### config.mk
export PLATFORM = sky130hd
export DESIGN_NAME = etr_fifo
export DESIGN_NICKNAME = d
export VERILOG_FILES = /design/src/sv/etr_fifo.sv
export SDC_FILE = /design/constraint.sdc
export NUM_CORES = 1
export LEC_CHECK = 0
export ABC_AREA = 1
export BUFFER_PORTS_ARGS = -buffer_cell sky130_fd_sc_hd__buf_2
export CORE_MARGIN = 2
export CORE_UTILIZATION = 53
export CTS_BUF_LIST = sky130_fd_sc_hd__clkbuf_4
export CTS_CLUSTER_DIAMETER = 150
export CTS_CLUSTER_SIZE = 10
export DETAILED_ROUTE_END_ITERATION = 6
export PLACE_DENSITY = 0.77
export SYNTH_ARGS = -nofsm -noshare
export SYNTH_HDL_FRONTEND = slang
export SYNTH_SLANG_ARGS = --single-unit
### constraint.sdc
create_clock -name clk -period 1.6 [get_ports clk]
set_input_delay 0.08 -clock clk [delete_from_list [all_inputs] [get_ports clk]]
set_output_delay 0.08 -clock clk [all_outputs]
set_load 0.005 [all_outputs]
### src/sv/etr_fifo.sv
`timescale 1ns / 1ps
// ----------------------------------------------------------------------------
// etr_fifo
// Small register queue between the front and the back of the recorder.
// ----------------------------------------------------------------------------
module etr_fifo #(
    parameter int DEPTH  = 4,
    parameter int DATA_W = 8
) (
    input  logic              clk,
    input  logic              rst_n,
    input  logic              push_valid,
    output logic              push_ready,
    input  logic [DATA_W-1:0] push_data,
    output logic              pop_valid,
    input  logic              pop_ready,
    output logic [DATA_W-1:0] pop_data
);

    localparam int PTR_W = (DEPTH > 1) ? $clog2(DEPTH) : 1;
    localparam int OCC_W = $clog2(DEPTH + 1);

    logic [DATA_W-1:0] slot_reg [DEPTH];
    logic [PTR_W-1:0]  wr_ptr_reg, wr_ptr_next;
    logic [PTR_W-1:0]  rd_ptr_reg, rd_ptr_next;
    logic [OCC_W-1:0]  occ_reg, occ_next;
    logic              do_push, do_pop;

    assign push_ready = (occ_reg != OCC_W'(DEPTH));
    assign pop_valid  = (occ_reg != '0);
    assign pop_data   = slot_reg[rd_ptr_reg];
    assign do_push    = push_valid && push_ready;
    assign do_pop     = pop_valid && pop_ready;

    // Advance pointers and occupancy
    always_comb
    begin
        wr_ptr_next = wr_ptr_reg;
        rd_ptr_next = rd_ptr_reg;
        occ_next    = occ_reg;
        if (do_push)
        begin
            wr_ptr_next = (wr_ptr_reg == PTR_W'(DEPTH - 1)) ? '0 : wr_ptr_reg + 1'b1;
        end
        if (do_pop)
        begin
            rd_ptr_next = (rd_ptr_reg == PTR_W'(DEPTH - 1)) ? '0 : rd_ptr_reg + 1'b1;
        end
        if (do_push && !do_pop)
        begin
            occ_next = occ_reg + 1'b1;
        end
        else if (do_pop && !do_push)
        begin
            occ_next = occ_reg - 1'b1;
        end
    end

    always_ff @(posedge clk or negedge rst_n)
    begin
        if (!rst_n)
        begin
            wr_ptr_reg <= '0;
            rd_ptr_reg <= '0;
            occ_reg    <= '0;
        end
        else
        begin
            wr_ptr_reg <= wr_ptr_next;
            rd_ptr_reg <= rd_ptr_next;
            occ_reg    <= occ_next;
        end
    end

    // Store the pushed beat
    always_ff @(posedge clk)
    begin
        if (do_push)
        begin
            slot_reg[wr_ptr_reg] <= push_data;
        end
    end

endmodule

==> results of run 1 <==
[worst paths after layout]
path | cells after the start | startpoint | end
worst max-delay path | 8 | occ_reg[2] | occ_reg[1]
worst min-delay path | 3 | push_valid | wr_ptr_reg[0]
worst max register to register | 8 | occ_reg[2] | occ_reg[1]
worst min register to register | 2 | wr_ptr_reg[1] | wr_ptr_reg[1]
max in group asynchronous | 2 | rst_n | wr_ptr_reg[1]
min in group asynchronous | 2 | rst_n | wr_ptr_reg[0]
[worst register-to-register path, cell delays in order (launching register included)]
cell and delay (ps):
dfrtp_1 460, inv_2 100, nand3_4 70, nand2_4 90, ha_4 140, inv_2 40, fa_2 520, nand2_1 50
o21ai_1 70
[cells by family after synthesis]
| logic type | synth area share (%) |
|---|---|
| adders and majority gates | 5.42 |
| AOI/OAI and AO/OA | 7.13 |
| buffers and inverters | 9.63 |
| xor gates and xnor gates | 0.499 |
| DFF | 64.8 |
| and+or+nand+nor | 12.6 |
[metrics by stage]
step	total power, µW	util (%)	instances	worst slack, ps
2_1_floorplan	2530	-	152	-15.7
3_3_place_gp	2940	64.8	227	29.0
3_5_place_dp	3040	64.8	227	-43.3
4_1_cts	3740	71.0	246	3.32
5_1_grt	4110	72.2	251	-83.5
6_report	3830	72.2	251	-16.5
[timing repair]
item                                    in CTS  in global routing
endpoints found under the setup margin       2                 10
pin swaps                                    1                  2
endpoints found under the hold margin       39                  0
hold buffers                                 9                  0
buffers inserted                             2                  5
resized for setup                            2                  1
[power groups by stage]
stage | Sequential, µW | Combinational [µW] | Clock, µW
2_1_floorplan | 1490 | 1050 | 0
3_3_place_gp | 1510 | 1430 | 0
3_5_place_dp | 1520 | 1520 | 0
4_1_cts | 1500 | 1580 | 664
5_1_grt | 1520 | 1870 | 720
6_report | 1500 | 1660 | 667
[cell usage after synthesis]
master,count,share of area [%]
buf_6,5,3.2
dfrtp_1,7,10
edfxtp_1,32,55
fa_1,1,1.1
ha_1,6,4.3
inv_1,29,6.2
inv_2,1,0.21
nand2_1,37,7.9
nand2_2,2,0.71
nand3_1,6,1.7
nand3_2,1,0.57
nand4_1,1,0.36
nor2_1,6,1.3
o211ai_1,16,6.8
o21ai_0,1,0.29
xnor2_1,1,0.50
[cell type report]
cell class / count / area, µm²
clock buffer: 5 / 37.5
clock inverter: 3 / 43.8
fill: 222 / 863
inverter: 30 / 113
multi-input combinational: 78 / 494
sequential: 39 / 1140
tap: 44 / 55.1
timing repair buffer: 52 / 360
[metal layers]
layer / wire length, µm / up-vias
met5: 0 / -
met4: 44 / 0
met3: 141 / 6
met2: 1670 / 28
met1: 1410 / 559
li1: - / 612
==> impl_metrics.yaml, run 1 <==
sta:
  timing.hold.ws_ps: 5.80
  drv_slew: 0
  hold_violations: 0
  max_slew_margin_pct: 79.0
  rsz0062_at_grt: "yes"
  fin_ws_ps: -16.5
  worst_pin_slew_ps: 315
  finalSetupViolCount: 2
  clock-skew-final_ps: 14.0
  finalCriticalPeriod_ps: 1620
  finalSetupTns_ps: -23.8
  fin_crit_sh_pct: 101
  fmax_ghz: 0.619
cells_and_area:
  antenna_cells: 0
  mostFrequentLayoutCells: "nand2_1, edfxtp_1, inv_1, buf_4, buf_2"
  final_common_cell: "nand2_1"
  fin_area_um2: 2240
  drive_gt1_share_pct: 30.4
  area_growth_pct: 27.7
  largest_register_ffs: 32
  layout.nets: 225
critical_path:
  worstSetupStartpointType: "flip-flop"
  crit_buf_inv: 2
  crit_path_frequent_cell: "inv_2"
  crit_family: "adder cells"
  cp.required_ps: 1870
  crit_arrival_ps: 1890
  worst-r2r-setup-slack_ps: -20
  critPathKind: "flip-flop to flip-flop"
  cp-end-kind: "flip-flop"
  crit_path_max_fanout: 3
  cp_slowest_cell: "fa_2"
  max_stage_delay_ps: 520
  worstPathCellList: "inv_2 > nand3_4 > nand2_4 > ha_4 > inv_2 > fa_2 > nand2_1 > o21ai_1"
global_routing:
  grt_first_pass_wirelength_mm: 4.92
  grt_start_max_net_pins: 21
  grt_use_met1_pct: 21.3
  grt-ovfl-total: 0
  grt_use_met2_pct: 33.5
  track_usage_pct: 18.9
  antenna_found_initial: 0
  grt_util_met3_pct: 5.04
  grt_pass1_vias: 1131
  gr-max-usage-layer: "met2"
cts:
  worstSkewPairLatency_ps: 350
  path_clk_slew_ps: 130
  htree_levels: 2
  cts_tree: "yes"
  cts_made_buffers: 5
  cts_root_buf: "clkbuf_4"
  cts.sinks: 39
  clk_path_buf_depth: 2
detailed_routing:
  num_vias: 1205
  detailedRoute.firstPassIterationCount: 4
  post_drt_wl_per_cell_um: 13.0
  routed_via_density: 4.80
  routed_wirelength_mm: 3.27
  drcViolationCount: 0
  ant_nets: 0
  drt_iter0_drc: 32
floorplan:
  die_y_um: 61.5
  dieWidth_um: 61.5
  dieArea_um2: 3790
  fp-row-count: 20
  start_util_pct: 56.5
  coreArea_um2: 3100
  io_pins: 22
yosys:
  syn_area_um2: 1750
  yosysSeqAreaShare_pct: 64.8
  synth_nets: 171
  synth_seq_cells: 39
  synthCells: 152
  syn_area_per_cell_um2: 11.5
  yosysWarnings: 0
  ys_types: 16
placed_design:
  placed_cell_area_um2: 2010
  dp_hpwl_mm: 2.22
  portBuffers: 21
  gp_congestion: 0.696
status:
  failed_checks: "setup timing"
  status: "finished with violations"
hold_path:
  min_path_type: "primary input to flip-flop"
pwr:
  p_per_area_nw_per_um2: 1710
  power_switching_uw: 1370
  internal_power_uw: 2460
  pwr-share-clk_pct: 17.4
  pwr-share-comb_pct: 43.3
  vdd_drop_max_mv: 0.999
  leakage_uw: 0.000999
  swShare_pct: 35.8
  pwr-share-seq_pct: 39.2
job:
  max_cap_violations: 0
(Power assumes the default switching activity.)
==> run 2: changes to the inputs <==
--- a/config.mk
+++ b/config.mk
@@ -8,12 +8,12 @@
 export ABC_AREA = 1
 export BUFFER_PORTS_ARGS = -buffer_cell sky130_fd_sc_hd__buf_2
 export CORE_MARGIN = 2
-export CORE_UTILIZATION = 53
+export CORE_UTILIZATION = 45
 export CTS_BUF_LIST = sky130_fd_sc_hd__clkbuf_4
 export CTS_CLUSTER_DIAMETER = 150
 export CTS_CLUSTER_SIZE = 10
 export DETAILED_ROUTE_END_ITERATION = 6
-export PLACE_DENSITY = 0.77
+export PLACE_DENSITY = 0.67
 export SYNTH_ARGS = -nofsm -noshare
 export SYNTH_HDL_FRONTEND = slang
 export SYNTH_SLANG_ARGS = --single-unit
==> impl_metrics.yaml, run 2 (same netlist as run 1, synthesis figures left out) <==
status:
  status: "finished clean"
global_routing:
  track_usage_pct: 15.8
  grt_first_pass_wirelength_mm: 4.89
  grt-ovfl-total: 0
  grt_pass1_vias: 1141
  grt_start_max_net_pins: 36
  antenna_found_initial: 0
floorplan:
  coreArea_um2: 3720
  die_y_um: 66.4
  io_pins: 22
  dieWidth_um: 66.4
  dieArea_um2: 4410
  start_util_pct: 47.2
  fp-row-count: 22
critical_path:
  crit_arrival_ps: 1820
  crit_path_max_fanout: 3
  worstSetupStartpointType: "flip-flop"
  cp-end-kind: "flip-flop"
  r2r-end: "occ_reg[2]"
  r2r_cells: 10
  cp-endpoint: "occ_reg[2]"
  critPathKind: "flip-flop to flip-flop"
  r2r-start: "occ_reg[1]"
  cp-startpoint: "occ_reg[1]"
  cp.required_ps: 1830
  worst-r2r-setup-slack_ps: 20
detailed_routing:
  detailedRoute.firstPassIterationCount: 4
  routed_wirelength_mm: 2.99
  drt_iter0_drc: 31
  num_vias: 1161
  drcViolationCount: 0
  post_drt_wl_per_cell_um: 12.1
  routed_via_density: 4.68
  ant_nets: 0
placed_design:
  gp_congestion: 0.719
  placed_cells: 226
  dp_hpwl_mm: 2.05
  dp_slack_ps: -59.6
  placed_cell_area_um2: 1990
  portBuffers: 21
pwr:
  leakage_uw: 0.000954
  p_per_area_nw_per_um2: 1640
  vdd_drop_max_mv: 0.832
  finalPower_uw: 3580
cts:
  clk_path_buf_depth: 2
  worstSkewPairLatency_ps: 340
  cts_made_buffers: 5
  cts_root_buf: "clkbuf_4"
  path_clk_slew_ps: 100
  cts_tree: "yes"
  htree_levels: 2
  cts.sinks: 39
cells_and_area:
  largest_register_ffs: 32
  instances_no_fill: 248
  drive_gt1_share_pct: 29.0
  multi_input_area_um2: 497
  layout.nets: 218
  mostFrequentLayoutCells: "nand2_1, edfxtp_1, inv_1, buf_2, o211ai_1"
  utilization_pct: 58.8
  regArea_um2: 1140
  antenna_cells: 0
  area_growth_pct: 24.5
  fillers: 323
  final_common_cell: "nand2_1"
  fin_area_um2: 2180
job:
  max_cap_violations: 0
sta:
  drv_slew: 0
  max_slew_margin_pct: 81.4
  worst_pin_slew_ps: 279
  finalSetupViolCount: 0
  fmax_ghz: 0.632
  fin_crit_sh_pct: 98.9
  finalCriticalPeriod_ps: 1580
  fin_ws_ps: 17.7
  rsz0062_at_grt: "yes"
  hold_violations: 0
  clock-skew-final_ps: 8.94
hold_path:
  min_path_type: "primary input to flip-flop"
## run 2: changes by cell type in the layout (fill, tap and decap cells not counted)
cell / change
nand2_1: -1
buf_4: -8
nand2_2: +1
clkinvlp_4: +1
inv_2: +1
clkinv_4: -1
buf_12: +1
clkbuf_4: +1
bufinv_16: -1
inv_1: -1
## run 2: report_power, final
group / switching, µW / leakage (µW) / internal (µW) / total, µW
clock network: 296 / 0.0000317 / 186 / 482
logic: 874 / 0.000544 / 730 / 1600
registers: 135 / 0.000378 / 1360 / 1500
## run 2: per-layer routing
layer	part of all wire [%]	track usage (%)	up-vias
met4	1.5	6.89	0
met1	41	16.0	540
li1	-	-	599
met3	3.6	6.13	5
met5	0	0	-
met2	54	28.5	17
## run 2: layout make-up
class / count / area share [%]
clock buffer: 6 / 2.06
clock inverter: 2 / 0.573
inverter: 30 / 5.16
multi-input combinational: 78 / 22.8
sequential: 39 / 52.0
tap: 48 / 2.75
timing repair buffer: 45 / 14.7
## run 2: per-stage QoR
step	hold WS (ps)	setup TNS (ps)
after floorplan	-216	-15.7
after global placement	-74.4	0
after detailed placement	-73.5	-88.1
after CTS	15.3	0
after global routing	8.65	-150
final	24.3	0
## run 2: what timing repair did
item	in CTS	in global routing
hold endpoints to repair	39	0
buffers inserted	3	2
pin swaps	3	0
setup endpoints to repair	2	10
hold buffers	9	0
gates resized for setup	3	2
## run 2: critical path, stage by stage (launching register included)
cell     delay, ps
dfrtp_1        400
inv_2          120
nand3_4        100
nand2_4         90
ha_4           130
inv_2           40
fa_2           350
nand2_2         70
nand3_1         70
nand2_1         60
nand2_1         50
## run 2: worst min path at each step
stage / slack [ps] / endpoint / from / depth (start not counted)
floorplan: -220 / occ_reg[0] / rst_n / 0
global placement: -70 / wr_ptr_reg[0] / rst_n / 1
detailed placement: -70 / wr_ptr_reg[0] / rst_n / 1
CTS: 20 / wr_ptr_reg[1] / push_valid / 3
global route: 9 / rd_ptr_reg[1] / pop_ready / 3
finish: 20 / wr_ptr_reg[1] / push_valid / 3
==> run 3: changes to the inputs <==
--- a/config.mk
+++ b/config.mk
@@ -9,11 +9,12 @@
 export BUFFER_PORTS_ARGS = -buffer_cell sky130_fd_sc_hd__buf_2
 export CORE_MARGIN = 2
 export CORE_UTILIZATION = 45
-export CTS_BUF_LIST = sky130_fd_sc_hd__clkbuf_4
+export CTS_BUF_LIST = sky130_fd_sc_hd__clkbuf_4 sky130_fd_sc_hd__clkbuf_8 sky130_fd_sc_hd__clkbuf_16
 export CTS_CLUSTER_DIAMETER = 150
 export CTS_CLUSTER_SIZE = 10
 export DETAILED_ROUTE_END_ITERATION = 6
 export PLACE_DENSITY = 0.67
+export RECOVER_POWER = 25
 export SYNTH_ARGS = -nofsm -noshare
 export SYNTH_HDL_FRONTEND = slang
 export SYNTH_SLANG_ARGS = --single-unit
==> impl_metrics.yaml, run 3 (same netlist as run 1, synthesis figures left out) <==
cts:
  cts.sinks: 39
  cts_made_buffers: 5
  cts_root_buf: "clkbuf_8"
  cts_tree: "yes"
  clk_path_buf_depth: 2
  htree_levels: 2
  worstSkewPairLatency_ps: 280
  path_clk_slew_ps: 70
floorplan:
  die_y_um: 66.4
  dieWidth_um: 66.4
  io_pins: 22
  dieArea_um2: 4410
  start_util_pct: 47.2
  coreArea_um2: 3720
  fp-row-count: 22
status:
  failed_checks: "setup timing"
  status: "finished with violations"
cells_and_area:
  layout.nets: 213
  drive_gt1_share_pct: 27.2
  fillers: 315
  area_growth_pct: 23.7
  multi_input_area_um2: 504
  regArea_um2: 1140
  largest_register_ffs: 32
  antenna_cells: 0
  instances_no_fill: 243
  mostFrequentLayoutCells: "nand2_1, edfxtp_1, inv_1, o211ai_1, buf_2"
  final_common_cell: "nand2_1"
global_routing:
  antenna_found_initial: 0
  grt_first_pass_wirelength_mm: 4.71
  track_usage_pct: 15.0
  grt_start_max_net_pins: 36
  grt-ovfl-total: 0
  grt_pass1_vias: 1113
detailed_routing:
  ant_nets: 0
  drt_iter0_drc: 51
  num_vias: 1157
  drcViolationCount: 0
  routed_wirelength_mm: 2.95
  detailedRoute.firstPassIterationCount: 4
  routed_via_density: 4.76
  post_drt_wl_per_cell_um: 12.1
sta:
  drv_slew: 0
  fin_ws_ps: -0.184
  hold_violations: 0
  fmax_ghz: 0.625
  rsz0062_at_grt: "yes"
  finalCriticalPeriod_ps: 1600
  fin_crit_sh_pct: 100
  finalSetupTns_ps: -0.184
  finalSetupViolCount: 1
  clock-skew-final_ps: 7.65
  worst_pin_slew_ps: 425
  max_slew_margin_pct: 71.7
critical_path:
  worstSetupStartpointType: "flip-flop"
  r2r-end: "occ_reg[1]"
  worst-r2r-setup-slack_ps: -0.2
  cp-end-kind: "flip-flop"
  cp.required_ps: 1800
  critPathKind: "flip-flop to flip-flop"
  r2r_cells: 8
  crit_arrival_ps: 1800
  crit_path_max_fanout: 3
  r2r-start: "occ_reg[2]"
pwr:
  pwr-share-clk_pct: 16.7
  p_per_area_nw_per_um2: 1720
  pwr-share-comb_pct: 43.3
  pwr-share-seq_pct: 40.0
  power_switching_uw: 1320
  leakage_uw: 0.000933
  swShare_pct: 35.4
  vdd_drop_max_mv: 0.767
  internal_power_uw: 2410
placed_design:
  portBuffers: 21
  placed_cells: 226
  dp_hpwl_mm: 2.05
  gp_congestion: 0.719
hold_path:
  holdPathStages: 1
  worst_hold_path.endpoint: "slot_reg[0][1]"
  min_path_type: "primary input to flip-flop"
  holdCritStartpoint: "push_data[1]"
job:
  max_cap_violations: 0
-- run 3: cell types whose count changed in the layout (fill, tap and decap cells not counted), moves of 2 or more --
cell,delta
inv_4,+2
inv_2,-3
clkbuf_8,+5
buf_2,-6
dlygate4sd3_1,-5
clkbuf_1,+6
clkbuf_4,-5
-- run 3: layout make-up --
cell class              count  share of cell area [%]
clock inverters             2                   0.577
repair buffers             40                    12.1
multi-input cells          78                    23.2
inverters                  30                    5.42
clock buffers               6                    3.52
well taps                  48                    2.77
flip-flops and latches     39                    52.4
-- run 3: worst max path at each step --
stage / startpoint / end
3_5_place_dp: occ_reg[2] / occ_reg[2]
4_1_cts: occ_reg[2] / occ_reg[2]
5_1_grt: occ_reg[1] / occ_reg[1]
2_1_floorplan: occ_reg[0] / occ_reg[1]
6_report: occ_reg[2] / occ_reg[1]
3_3_place_gp: occ_reg[2] / occ_reg[2]
-- run 3: timing repair --
item / CTS / global route
endpoints found under the setup margin: 2 / 2
gates resized for setup: 2 / 6
pin swaps: 1 / 7
buffers inserted: 2 / 3
hold buffers: 2 / 2
hold endpoints to repair: 8 / 7
-- run 3: layer usage --
layer	part of all wire, %	global-route usage (%)
met4	0.58	6.12
met2	53	26.9
met3	3.3	4.60
met5	0	0
met1	44	16.2
-- run 3: per-stage QoR --
stage / util, % / hold WS [ps] / total power (µW) / cell area [µm²] / setup WS, ps
final: 58.4 / 61.3 / 3740 / 2170 / -0.184
after floorplan: - / -216 / 2530 / 1790 / -15.7
after global routing: 58.4 / 56.5 / 4050 / 2170 / -84.2
after global placement: 53.6 / -74.4 / 2930 / 1990 / 30.6
after CTS: 57.0 / 2.94 / 3680 / 2120 / -4.13
after detailed placement: 53.6 / -73.5 / 3010 / 1990 / -59.6
-- run 3: power by group through the flow --
stage / registers (µW) / logic (µW) / clock network [µW]
2_1_floorplan: 1490 / 1050 / 0
3_3_place_gp: 1510 / 1420 / 0
3_5_place_dp: 1520 / 1490 / 0
4_1_cts: 1500 / 1540 / 644
5_1_grt: 1520 / 1830 / 698
6_report: 1500 / 1620 / 625
-- run 3: worst max-delay path: stages, from the launching register on --
cell and delay, ps:
dfrtp_1 430, inv_2 110, nand3_4 90, nand2_4 80, ha_4 140, inv_4 40, fa_2 510, nand2_1 50
o21ai_1 80
