--- src/sv/etr_pkg.sv ---
`timescale 1ns / 1ps
// ----------------------------------------------------------------------------
// etr_pkg
// Shared types and field widths for the event trace ring recorder.
// ----------------------------------------------------------------------------
package etr_pkg;

    localparam int TYPE_W = 16;
    localparam int WORD_W = 32;
    localparam int CNT_W  = 7;   // width of dump_limit and of a dump's entry count

    // One stored trace entry
    typedef struct packed {
        logic [WORD_W-1:0] arg_three;
        logic [WORD_W-1:0] arg_two;
        logic [WORD_W-1:0] arg_one;
        logic [WORD_W-1:0] arg_zero;
        logic [WORD_W-1:0] proc_id;
        logic [TYPE_W-1:0] event_type;
    } etr_entry_t;

    // Classified command handed from the front to the back
    typedef struct packed {
        logic              is_dump;
        logic [CNT_W-1:0]  n;        // entries to stream (dump only)
        logic [WORD_W-1:0] seq;      // sequence number of the first entry (dump only)
        etr_entry_t        entry;    // payload to store (record only)
    } etr_cmd_t;

    // One result beat
    typedef struct packed {
        logic              last;
        etr_entry_t        entry;
        logic [WORD_W-1:0] seq;
    } etr_out_t;

endpackage

--- src/sv/etr_front.sv ---
`timescale 1ns / 1ps
// ----------------------------------------------------------------------------
// etr_front
// Accepts input beats, tracks the record count and write slot, and turns
// each item into a record or dump command with its slot and counts resolved.
// ----------------------------------------------------------------------------
module etr_front
    import etr_pkg::*;
#(
    parameter int RING_DEPTH = 64
) (
    input  logic                          clk,
    input  logic                          rst_n,
    input  logic                          in_valid,
    output logic                          in_ready,
    input  logic                          in_dump,
    input  etr_entry_t                    in_entry,
    input  logic [CNT_W-1:0]              in_limit,
    output logic                          push_valid,
    input  logic                          push_ready,
    output logic [$clog2(RING_DEPTH)-1:0] push_slot,
    output etr_cmd_t                      push_cmd
);

    localparam int SLOT_W = $clog2(RING_DEPTH);

    logic [WORD_W-1:0] count_reg, count_next;
    logic [SLOT_W-1:0] wptr_reg, wptr_next;
    logic              accept;
    logic [CNT_W-1:0]  held;
    logic [CNT_W-1:0]  n;
    logic [CNT_W-1:0]  wptr_ext;
    logic [CNT_W-1:0]  start_ext;

    assign in_ready = push_ready;
    assign accept   = in_valid && in_ready;

    // Work out how many entries a dump returns and where it starts
    always_comb
    begin
        held      = (count_reg >= WORD_W'(RING_DEPTH)) ? CNT_W'(RING_DEPTH)
                                                       : count_reg[CNT_W-1:0];
        n         = ((in_limit != '0) && (in_limit < held)) ? in_limit : held;
        wptr_ext  = CNT_W'(wptr_reg);
        start_ext = (wptr_ext >= n) ? (wptr_ext - n)
                                    : (wptr_ext + CNT_W'(RING_DEPTH) - n);
    end

    // Build the command; drop a dump on an empty ring
    always_comb
    begin
        push_cmd.is_dump = in_dump;
        push_cmd.n       = n;
        push_cmd.seq     = count_reg - WORD_W'(n) + 1'b1;
        push_cmd.entry   = in_entry;
        push_slot        = in_dump ? start_ext[SLOT_W-1:0] : wptr_reg;
        push_valid       = in_valid && (!in_dump || (count_reg != '0));
    end

    // Advance the record count and write slot on each record
    always_comb
    begin
        count_next = count_reg;
        wptr_next  = wptr_reg;
        if (accept && !in_dump)
        begin
            count_next = count_reg + 1'b1;
            if (count_reg == '1)
            begin
                wptr_next = '0;
            end
            else if (wptr_reg == SLOT_W'(RING_DEPTH - 1))
            begin
                wptr_next = '0;
            end
            else
            begin
                wptr_next = wptr_reg + 1'b1;
            end
        end
    end

    always_ff @(posedge clk or negedge rst_n)
    begin
        if (!rst_n)
        begin
            count_reg <= '0;
            wptr_reg  <= '0;
        end
        else
        begin
            count_reg <= count_next;
            wptr_reg  <= wptr_next;
        end
    end

endmodule

--- config.mk ---
export PLATFORM = sky130hd
export DESIGN_NAME = etr_front
export DESIGN_NICKNAME = d
export VERILOG_FILES = /design/src/sv/etr_pkg.sv /design/src/sv/etr_front.sv
export SDC_FILE = /design/constraint.sdc
export NUM_CORES = 1
export LEC_CHECK = 0
export BUFFER_PORTS_ARGS = -buffer_cell sky130_fd_sc_hd__buf_2
export CAP_MARGIN = 20
export CORE_AREA = 2 2 158 160
export DETAILED_ROUTE_END_ITERATION = 7
export DIE_AREA = 0 0 160 162
export PLACE_DENSITY = 0.66
export SYNTH_ARGS = -nofsm -noshare
export SYNTH_HDL_FRONTEND = slang
export SYNTH_SLANG_ARGS = --single-unit
--- constraint.sdc ---
create_clock -name clk -period 5.5 [get_ports clk]
set_input_delay 0 -clock clk [delete_from_list [all_inputs] [get_ports clk]]
set_output_delay 0 -clock clk [all_outputs]
set_load 0.05 [all_outputs]
==> metrics.txt, run 1 <==
# TYPE chip_impl_metric gauge
chip_impl_info{name="outcome",value="finished with violations"} 1
chip_impl_info{name="failed_checks",value="negative setup slack"} 1
chip_impl_metric{name="number_of_flip_flops_under_the_largest_register_name",unit=""} 32
chip_impl_info{name="critPathSlowestCell",value="sky130_fd_sc_hd__a2111oi_4"} 1
chip_impl_metric{name="number_of_global_route_vias_before_repair",unit=""} 4980
chip_impl_metric{name="io_buffers",unit=""} 59
chip_impl_metric{name="xor_xnor_share_of_the_synthesized_area",unit="%"} 8.28
chip_impl_metric{name="io_pins",unit=""} 412
chip_impl_metric{name="hold_violations",unit=""} 0
chip_impl_metric{name="detail_route.wirelength",unit="um"} 15800
chip_impl_info{name="grt_setup_unrepaired",value="true"} 1
chip_impl_metric{name="power-per-cell-area",unit="mW/mm^2"} 254
chip_impl_metric{name="synth_area",unit="mm^2"} 0.00624
chip_impl_metric{name="final_area",unit="mm^2"} 0.00720
chip_impl_metric{name="final.setup_skew",unit="ns"} 0.00446
chip_impl_metric{name="nNetsFinal",unit=""} 1033
chip_impl_metric{name="ys_types",unit=""} 73
chip_impl_metric{name="initial_utilization",unit="%"} 25.9
chip_impl_metric{name="fp.dieW",unit="um"} 160
chip_impl_metric{name="detail_route.iter0.violations",unit=""} 280
chip_impl_metric{name="worstPathRequired",unit="ns"} 5.50
chip_impl_metric{name="postSynthRegisterBits",unit=""} 38
chip_impl_metric{name="setup_ws_pre_cts",unit="ns"} -0.0390
chip_impl_metric{name="drt-met1-wl",unit="um"} 7350
chip_impl_metric{name="vias",unit=""} 4990
chip_impl_metric{name="gp_congestion",unit=""} 0.894
chip_impl_metric{name="worst_slew_pin_slew",unit="ns"} 0.929
chip_impl_metric{name="drive_above_1_share",unit="%"} 35.7
chip_impl_metric{name="ir_drop",unit="mV"} 0.258
chip_impl_metric{name="wire_length_of_the_first_global_routing_pass",unit="um"} 25500
chip_impl_info{name="endpoint_kind",value="output pin"} 1
chip_impl_info{name="synth_ff_type",value="sky130_fd_sc_hd__dfrtp_1"} 1
chip_impl_metric{name="power.leakage",unit="nW"} 3.22
chip_impl_metric{name="synth_enable_flop_cells",unit=""} 0
chip_impl_metric{name="critPathArrivalTime",unit="ns"} 5.66
chip_impl_info{name="layout.cells.most_common_list",value="sky130_fd_sc_hd__buf_4 (107), sky130_fd_sc_hd__ha_1 (68), sky130_fd_sc_hd__inv_1 (48), sky130_fd_sc_hd__nand2_1 (43), sky130_fd_sc_hd__xnor2_1 (43)"} 1
chip_impl_metric{name="critical_path.max_fanout",unit=""} 4
chip_impl_metric{name="relSlewSlack",unit="%"} 37.3
chip_impl_metric{name="antenna_found_initial",unit=""} 0
chip_impl_info{name="dominant_combinational_cell_family_by_area_after_synthesis",value="buffers and inverters"} 1
chip_impl_metric{name="maxCapViolCount",unit=""} 0
chip_impl_metric{name="total_power",unit="mW"} 1.83
chip_impl_metric{name="synth_fp_nets",unit=""} 1045
chip_impl_info{name="most_common_cell_after_layout_fill_and_taps_aside",value="sky130_fd_sc_hd__buf_4"} 1
chip_impl_metric{name="finish.utilization",unit="%"} 29.9
chip_impl_metric{name="crit_path_max_incr_delay",unit="ns"} 0.43
chip_impl_info{name="timing_worst_setup_path_type",value="register to output pin"} 1
chip_impl_metric{name="synth_fa_ha_area_share",unit="%"} 17.9
chip_impl_metric{name="h_tree_levels",unit=""} 2
chip_impl_metric{name="synth_async_sr_flop_share",unit="%"} 100
chip_impl_metric{name="drc",unit=""} 0
chip_impl_metric{name="dr_wl_met3",unit="um"} 955
chip_impl_metric{name="globalRouteOverflowTotal",unit=""} 0
chip_impl_metric{name="grtUsageTotal",unit="%"} 11.9
chip_impl_metric{name="timing.final.crit_share",unit="%"} 103
chip_impl_metric{name="final-setup-viol-count",unit=""} 4
chip_impl_metric{name="post_drt_wl_per_cell",unit="um"} 14.6
chip_impl_metric{name="chipHeight",unit="um"} 162
chip_impl_metric{name="fillCellCount",unit=""} 2569
chip_impl_metric{name="layout-area-overhead-vs-synth",unit="%"} 15.4
chip_impl_metric{name="cts-buffers-inserted",unit=""} 5
chip_impl_metric{name="finalWorstSetupSlack",unit="ns"} -0.161
chip_impl_metric{name="synth.avg_cell_area",unit="um^2"} 8.11
chip_impl_metric{name="synth_compound_gate_area_share",unit="%"} 14.6
chip_impl_info{name="highest-signal-layer",value="met4"} 1
chip_impl_info{name="min_path_type",value="input port to output pin"} 1
chip_impl_metric{name="clk_pin_slew",unit="ns"} 0.06
chip_impl_info{name="critPathLaunchType",value="register"} 1
chip_impl_metric{name="fmax",unit="MHz"} 177
chip_impl_metric{name="grt_start_max_net_pins",unit=""} 39
chip_impl_info{name="timing.critical_path.mode_cell",value="sky130_fd_sc_hd__ha_4"} 1
chip_impl_metric{name="detailed_routing_iterations_pass_1",unit=""} 5
chip_impl_metric{name="placement_rows",unit=""} 57
chip_impl_metric{name="gate_count_post_synth",unit=""} 770
chip_impl_metric{name="clk_latency",unit="ns"} 0.28
chip_impl_metric{name="ys_warn_count",unit=""} 0
chip_impl_metric{name="core",unit="mm^2"} 0.0241
chip_impl_metric{name="yosysSeqAreaShare",unit="%"} 15.2
chip_impl_metric{name="dp.cells",unit=""} 1053
chip_impl_metric{name="viasPerCell",unit=""} 4.61
chip_impl_metric{name="finalMaxSlewViolations",unit=""} 0
chip_impl_info{name="clock-root-buffer",value="sky130_fd_sc_hd__clkbuf_16"} 1
chip_impl_info{name="cts_tree",value="yes"} 1
chip_impl_metric{name="drt.antenna.violating_nets",unit=""} 0
chip_impl_metric{name="placed_area",unit="mm^2"} 0.00645
chip_impl_metric{name="dpl.hpwl",unit="um"} 12800
chip_impl_metric{name="n_antenna_cell",unit=""} 0
chip_impl_metric{name="dieArea",unit="mm^2"} 0.0259
chip_impl_metric{name="muxShareOfSynthArea",unit="%"} 0.822
chip_impl_metric{name="clk_sinks",unit=""} 38
chip_impl_metric{name="dr_wl_met2",unit="um"} 6880
chip_impl_metric{name="period_minus_slack",unit="ns"} 5.66
chip_impl_metric{name="instances_no_fill",unit=""} 1083
chip_impl_metric{name="clock_tree.buffer_depth",unit=""} 2
chip_impl_metric{name="synth_simple_gate_area_share",unit="%"} 17.6
==> cells in the mapped netlist (5+ instances only) <==
library cell,instances,share of area (%)
sky130_fd_sc_hd__a21o_1,9,1.1
sky130_fd_sc_hd__a21oi_1,27,2.2
sky130_fd_sc_hd__and3_1,11,1.1
sky130_fd_sc_hd__buf_4,178,21
sky130_fd_sc_hd__clkbuf_1,7,0.42
sky130_fd_sc_hd__dfrtp_1,38,15
sky130_fd_sc_hd__ha_1,85,17
sky130_fd_sc_hd__inv_1,59,3.5
sky130_fd_sc_hd__nand2_1,48,2.9
sky130_fd_sc_hd__nand2b_1,11,1.1
sky130_fd_sc_hd__nand3_1,24,1.9
sky130_fd_sc_hd__nand4_1,8,0.80
sky130_fd_sc_hd__nor2_1,42,2.5
sky130_fd_sc_hd__nor2b_1,10,1.0
sky130_fd_sc_hd__nor3_1,16,1.3
sky130_fd_sc_hd__nor4_1,9,0.90
sky130_fd_sc_hd__o211ai_1,5,0.60
sky130_fd_sc_hd__o21a_1,8,0.96
sky130_fd_sc_hd__o21ai_0,23,1.8
sky130_fd_sc_hd__o21bai_1,5,0.60
sky130_fd_sc_hd__or3_1,5,0.50
sky130_fd_sc_hd__xnor2_1,50,7.0
sky130_fd_sc_hd__xor2_1,9,1.3
==> worst max-delay path, delay by kind of cell (launching register included) <==
family | cells | cell delay, ns
and+or+nand+nor | 5 | 0.70
adders and majority gates | 4 | 0.82
DFF | 1 | 0.39
AOI/OAI and AO/OA | 12 | 2.93
buffers and inverters | 4 | 0.56
==> routing by layer <==
metal | up-vias | GRT usage, %
met1 | 2345 | 15.9
met2 | 144 | 18.5
met4 | 0 | 5.69
met3 | 81 | 2.30
li1 | 2420 | -
met5 | - | 0
==> worst paths after layout <==
kind	start	to	slack (ns)	cells after the start
max	count_reg[28]$_DFFE_PN0P_	push_cmd[200]	-0.16	25
min	in_entry[135]	push_cmd[135]	0.00002	0
max reg2reg	count_reg[2]$_DFFE_PN0P_	count_reg[31]$_DFFE_PN0P_	2.95	8
min reg2reg	count_reg[31]$_DFFE_PN0P_	count_reg[31]$_DFFE_PN0P_	0.56	2
max in group asynchronous	rst_n	count_reg[31]$_DFFE_PN0P_	4.54	2
min in group asynchronous	rst_n	wptr_reg[4]$_DFFE_PN0P_	0.40	2
==> layout make-up <==
| class | count | area, um^2 | share of cell area, % |
|---|---|---|---|
| Multi-Input combinational cell | 486 | 4190 | 58.3 |
| Timing Repair Buffer | 167 | 1280 | 17.7 |
| Tap cell | 324 | 405 | 5.63 |
| Inverter | 60 | 225 | 3.13 |
| Clock buffer | 7 | 143 | 1.98 |
| Clock inverter | 1 | 5.00 | 0.0695 |
| Sequential cell | 38 | 951 | 13.2 |
==> where the power goes <==
group	switching, mW	internal (mW)
clock	0.111	0.180
combinational	0.733	0.404
sequential	0.0861	0.317
==> logic make-up (layout without fill, tap and decap cells) <==
group	after synthesis	after routing
AND/OR/NAND/NOR	212	212
adder cells (fa/ha/maj)	88	88
XOR/XNOR	59	59
AO/OA/AOI/OAI	122	122
flip-flops	38	38
multiplexers	5	5
buffers and inverters	246	235
==> stage by stage <==
stage / setup TNS (ns) / hold WS, ns
global placement: 0 / 0.000341
global route: -3.28 / 0.0000718
finish: -0.272 / 0.0000193
detailed placement: -0.0499 / 0.000341
floorplan: 0 / -0.296
CTS: -0.0869 / 0.000341
==> timing repair <==
action / in CTS / in global routing
hold endpoints to repair: 38 / 0
hold buffers: 1 / 0
setup buffers: 15 / 9
endpoints found under the setup margin: 18 / 23
gates resized for setup: 59 / 56
pin swaps: 47 / 32
Power figures use the tool's default switching activity.
==> run 2, diff against run 1 <==
--- a/config.mk
+++ b/config.mk
@@ -7,8 +7,9 @@
 export LEC_CHECK = 0
+export ABC_AREA = 1
 export BUFFER_PORTS_ARGS = -buffer_cell sky130_fd_sc_hd__buf_2
 export CAP_MARGIN = 20
-export CORE_AREA = 2 2 158 160
+export CORE_AREA = 2 2 161 163
 export DETAILED_ROUTE_END_ITERATION = 7
-export DIE_AREA = 0 0 160 162
-export PLACE_DENSITY = 0.66
+export DIE_AREA = 0 0 163 165
+export PLACE_DENSITY = 0.63
 export SYNTH_ARGS = -nofsm -noshare
--- a/constraint.sdc
+++ b/constraint.sdc
@@ -3,2 +3,2 @@
 set_output_delay 0 -clock clk [all_outputs]
-set_load 0.05 [all_outputs]
+set_load 0.02 [all_outputs]
==> run 2 against run 1 <==
Net effect: the flow now finishes without violations; sequential share of layout area up 2.5 points; register-to-register slack hardly changed; final cell count decreased by 1.1%; fmax is 8.4% higher; critical endpoint is now push_cmd[199]; largest power group unchanged; highest routed layer unchanged.
==> metrics.txt, run 2 <==
# TYPE chip_impl_metric gauge
chip_impl_metric{name="setup_ws_pre_cts",unit="ns"} -0.0588
chip_impl_metric{name="dieArea",unit="mm^2"} 0.0269
chip_impl_info{name="most_common_cell_after_layout_fill_and_taps_aside",value="sky130_fd_sc_hd__inv_1"} 1
chip_impl_info{name="timing_worst_setup_path_type",value="register to output pin"} 1
chip_impl_metric{name="power.sequential.fraction",unit="%"} 26.2
chip_impl_metric{name="gp_congestion",unit=""} 0.880
chip_impl_metric{name="power.share.combinational",unit="%"} 54.0
chip_impl_metric{name="finalWorstSetupSlack",unit="ns"} 0.279
chip_impl_metric{name="hold_violations",unit=""} 0
chip_impl_metric{name="detail_route.iter0.violations",unit=""} 336
chip_impl_metric{name="clock_tree.buffer_depth",unit=""} 2
chip_impl_metric{name="power.leakage",unit="nW"} 2.97
chip_impl_metric{name="final-setup-viol-count",unit=""} 0
chip_impl_metric{name="critical_path.max_fanout",unit=""} 7
chip_impl_metric{name="synth_area",unit="mm^2"} 0.00607
chip_impl_info{name="r2r_start",value="count_reg[0]$_DFFE_PN0P_"} 1
chip_impl_metric{name="power-per-cell-area",unit="mW/mm^2"} 234
chip_impl_metric{name="nNetsFinal",unit=""} 1016
chip_impl_metric{name="period_minus_slack",unit="ns"} 5.22
chip_impl_metric{name="io_pins",unit=""} 412
chip_impl_metric{name="viasPerCell",unit=""} 4.40
chip_impl_metric{name="worst-r2r-cell-count",unit=""} 12
chip_impl_metric{name="internal_portion_of_total_power",unit="mW"} 0.759
chip_impl_info{name="crit_path_end",value="push_cmd[199]"} 1
chip_impl_info{name="critPathSlowestCell",value="sky130_fd_sc_hd__dfrtp_1"} 1
chip_impl_metric{name="yosysSeqAreaShare",unit="%"} 15.7
chip_impl_metric{name="postSynthRegisterBits",unit=""} 38
chip_impl_metric{name="final_area",unit="mm^2"} 0.00607
chip_impl_info{name="crit-reg2reg-capture",value="count_reg[28]$_DFFE_PN0P_"} 1
chip_impl_info{name="synth_ff_type",value="sky130_fd_sc_hd__dfrtp_1"} 1
chip_impl_metric{name="wire_length_of_the_first_global_routing_pass",unit="um"} 23500
chip_impl_metric{name="n_antenna_cell",unit=""} 0
chip_impl_metric{name="worst_slew_pin_slew",unit="ns"} 0.902
chip_impl_metric{name="number_of_flip_flops_under_the_largest_register_name",unit=""} 32
chip_impl_metric{name="drt.antenna.violating_nets",unit=""} 0
chip_impl_info{name="cts_tree",value="yes"} 1
chip_impl_info{name="min_path_type",value="input port to output pin"} 1
chip_impl_metric{name="ys_warn_count",unit=""} 0
chip_impl_metric{name="finalMaxSlewViolations",unit=""} 0
chip_impl_info{name="netlist_top_cells_count",value="sky130_fd_sc_hd__buf_4 (178), sky130_fd_sc_hd__inv_1 (120), sky130_fd_sc_hd__nand2_1 (97), sky130_fd_sc_hd__ha_1 (85), sky130_fd_sc_hd__nor2_1 (59)"} 1
chip_impl_metric{name="layout-area-overhead-vs-synth",unit="%"} 0.0206
chip_impl_info{name="layout.cells.most_common_list",value="sky130_fd_sc_hd__inv_1 (105), sky130_fd_sc_hd__nand2_1 (83), sky130_fd_sc_hd__ha_1 (75), sky130_fd_sc_hd__xor2_1 (58), sky130_fd_sc_hd__buf_2 (57)"} 1
chip_impl_metric{name="synth.avg_cell_area",unit="um^2"} 7.38
chip_impl_info{name="synth_top_cells_by_area",value="sky130_fd_sc_hd__buf_4 (22%), sky130_fd_sc_hd__ha_1 (18%), sky130_fd_sc_hd__dfrtp_1 (16%)"} 1
chip_impl_metric{name="net-switching-power",unit="mW"} 0.659
chip_impl_metric{name="post_drt_wl_per_cell",unit="um"} 14.2
chip_impl_metric{name="io_buffers",unit=""} 59
chip_impl_metric{name="synth_async_sr_flop_share",unit="%"} 100
chip_impl_metric{name="clk_sinks",unit=""} 38
chip_impl_metric{name="maxCapViolCount",unit=""} 0
chip_impl_metric{name="crit_path_max_incr_delay",unit="ns"} 0.42
chip_impl_metric{name="ir_drop",unit="mV"} 0.101
chip_impl_metric{name="detail_route.wirelength",unit="um"} 15200
chip_impl_metric{name="cts-buffers-inserted",unit=""} 5
chip_impl_metric{name="drive_above_1_share",unit="%"} 23.2
chip_impl_metric{name="worstPathRequired",unit="ns"} 5.50
chip_impl_metric{name="relSlewSlack",unit="%"} 39.9
chip_impl_metric{name="rrSetupSlack",unit="ns"} 2.94
chip_impl_metric{name="h_tree_levels",unit=""} 2
chip_impl_metric{name="grtUsageTotal",unit="%"} 10.9
chip_impl_metric{name="clk_latency",unit="ns"} 0.28
chip_impl_metric{name="totalNegativeSetupSlack",unit="ns"} 0
chip_impl_metric{name="synth_enable_flop_cells",unit=""} 0
chip_impl_metric{name="grt_start_max_net_pins",unit=""} 39
chip_impl_metric{name="chipHeight",unit="um"} 165
chip_impl_metric{name="detailed_routing_iterations_pass_1",unit=""} 5
chip_impl_info{name="startpoint",value="count_reg[24]$_DFFE_PN0P_"} 1
chip_impl_metric{name="core",unit="mm^2"} 0.0250
chip_impl_info{name="critPathLaunchType",value="register"} 1
chip_impl_info{name="netlist.top_cell.by_area",value="sky130_fd_sc_hd__buf_4"} 1
chip_impl_metric{name="critPathArrivalTime",unit="ns"} 5.22
chip_impl_metric{name="vias",unit=""} 4709
chip_impl_metric{name="antenna_found_initial",unit=""} 0
chip_impl_metric{name="gate_count_post_synth",unit=""} 823
chip_impl_metric{name="drc",unit=""} 0
chip_impl_metric{name="ys_types",unit=""} 33
chip_impl_metric{name="dpl.hpwl",unit="um"} 12400
chip_impl_metric{name="initial_utilization",unit="%"} 24.2
chip_impl_metric{name="synth_fp_nets",unit=""} 1098
chip_impl_info{name="yosys.cell_count.top_type",value="sky130_fd_sc_hd__buf_4"} 1
chip_impl_metric{name="fp.dieW",unit="um"} 163
chip_impl_info{name="outcome",value="completed"} 1
chip_impl_metric{name="synth_top_cell_area_share",unit="%"} 22.0
chip_impl_metric{name="placed_area",unit="mm^2"} 0.00555
chip_impl_info{name="endpoint_kind",value="output pin"} 1
chip_impl_metric{name="finish.utilization",unit="%"} 24.3
chip_impl_info{name="timing.critical_path.mode_cell",value="sky130_fd_sc_hd__nand2_2"} 1
chip_impl_metric{name="final.setup_skew",unit="ns"} 0.00644
chip_impl_metric{name="clk_pin_slew",unit="ns"} 0.05
chip_impl_metric{name="power.clock.fraction",unit="%"} 19.8
chip_impl_metric{name="globalRouteOverflowTotal",unit=""} 0
chip_impl_info{name="clock-root-buffer",value="sky130_fd_sc_hd__clkbuf_16"} 1
chip_impl_metric{name="timing.final.crit_share",unit="%"} 94.9
chip_impl_metric{name="placement_rows",unit=""} 58
chip_impl_metric{name="swShare",unit="%"} 46.5
chip_impl_info{name="grt_setup_unrepaired",value="true"} 1
chip_impl_metric{name="number_of_global_route_vias_before_repair",unit=""} 4555
chip_impl_metric{name="fmax",unit="MHz"} 192
[run 2: cell count changes after synthesis, moves of 7 or more]
| cell | change |
|---|---|
| sky130_fd_sc_hd__a21oi_1 | +7 |
| sky130_fd_sc_hd__nand2b_1 | -11 |
| sky130_fd_sc_hd__and3_1 | -11 |
| sky130_fd_sc_hd__nand3_1 | +12 |
| sky130_fd_sc_hd__xor2_1 | +49 |
| sky130_fd_sc_hd__nor2_1 | +17 |
| sky130_fd_sc_hd__nand2_1 | +49 |
| sky130_fd_sc_hd__inv_1 | +61 |
| sky130_fd_sc_hd__nor2b_1 | -10 |
| sky130_fd_sc_hd__xnor2_1 | -46 |
[run 2: layout make-up]
type / instances / area [um^2]
well taps: 330 / 413
fillers: 2757 / 19000
multi-input cells: 482 / 3560
repair buffers: 92 / 558
clock buffers: 5 / 125
flip-flops and latches: 38 / 951
inverters: 122 / 458
clock inverters: 2 / 10.0
[run 2: what timing repair did]
| action | in CTS | in global routing |
|---|---|---|
| gates resized for setup | 10 | 71 |
| setup buffers | 1 | 15 |
| hold buffers | 1 | 0 |
| gates cloned | 0 | 1 |
| endpoints found under the setup margin | 15 | 22 |
| endpoints found under the hold margin | 38 | 0 |
| pin swaps | 4 | 28 |
[run 2: worst min path at each step]
stage                        startpoint                        to  slack, ns  depth (start not counted)
after detailed placement  in_entry[106]             push_cmd[106]     0.0001                          0
final                      in_entry[16]              push_cmd[16]   0.000006                          0
after global placement    in_entry[106]             push_cmd[106]     0.0001                          0
after floorplan                   rst_n  count_reg[0]$_DFFE_PN0P_      -0.30                          0
after CTS                 in_entry[106]             push_cmd[106]     0.0001                          0
after global routing       in_entry[79]              push_cmd[79]    0.00003                          0
[run 2: critical path: cells and delay by family (launching register included)]
family / cells / cell delay [ns]
flops: 1 / 0.42
buf+inv: 4 / 0.45
compound gates: 7 / 1.40
fa+ha+maj: 5 / 1.08
xor+xnor: 1 / 0.21
simple gates: 15 / 1.39
[run 2: kinds of logic (layout without fill, tap and decap cells)]
kind of cell,Yosys count,in the layout,share of synthesized area (%)
AND/OR/NAND/NOR,239,239,18.5
buffers and inverters,303,221,29.8
XOR/XNOR,62,62,8.94
flip-flops,38,38,15.7
AO/OA/AOI/OAI,94,94,8.90
adder cells (fa/ha/maj),87,87,18.2
[run 2: power groups by stage]
| stage | Combinational (mW) | Clock [mW] | Sequential, mW |
|---|---|---|---|
| 2_1_floorplan | 0.666 | 0 | 0.361 |
| 3_3_place_gp | 0.700 | 0 | 0.376 |
| 3_5_place_dp | 0.707 | 0 | 0.377 |
| 4_1_cts | 0.721 | 0.287 | 0.372 |
| 5_1_grt | 0.859 | 0.298 | 0.381 |
| 6_report | 0.765 | 0.281 | 0.372 |
[run 2: per-layer routing]
metal	share of wire, %	vias to the layer above	GRT usage, %
li1	-	2283	-
met4	5.4	0	6.60
met5	0	-	0
met2	42	221	16.5
met1	45	2128	14.2
met3	7.6	77	2.18
[run 2: through the flow]
step                hold slack [ns]  power (mW)  std cells
finish                   0.00000561        1.42       1071
global route              0.0000292        1.54       1071
CTS                        0.000137        1.38       1056
detailed placement         0.000137        1.08       1047
global placement           0.000137        1.08       1047
floorplan                    -0.296        1.03        823
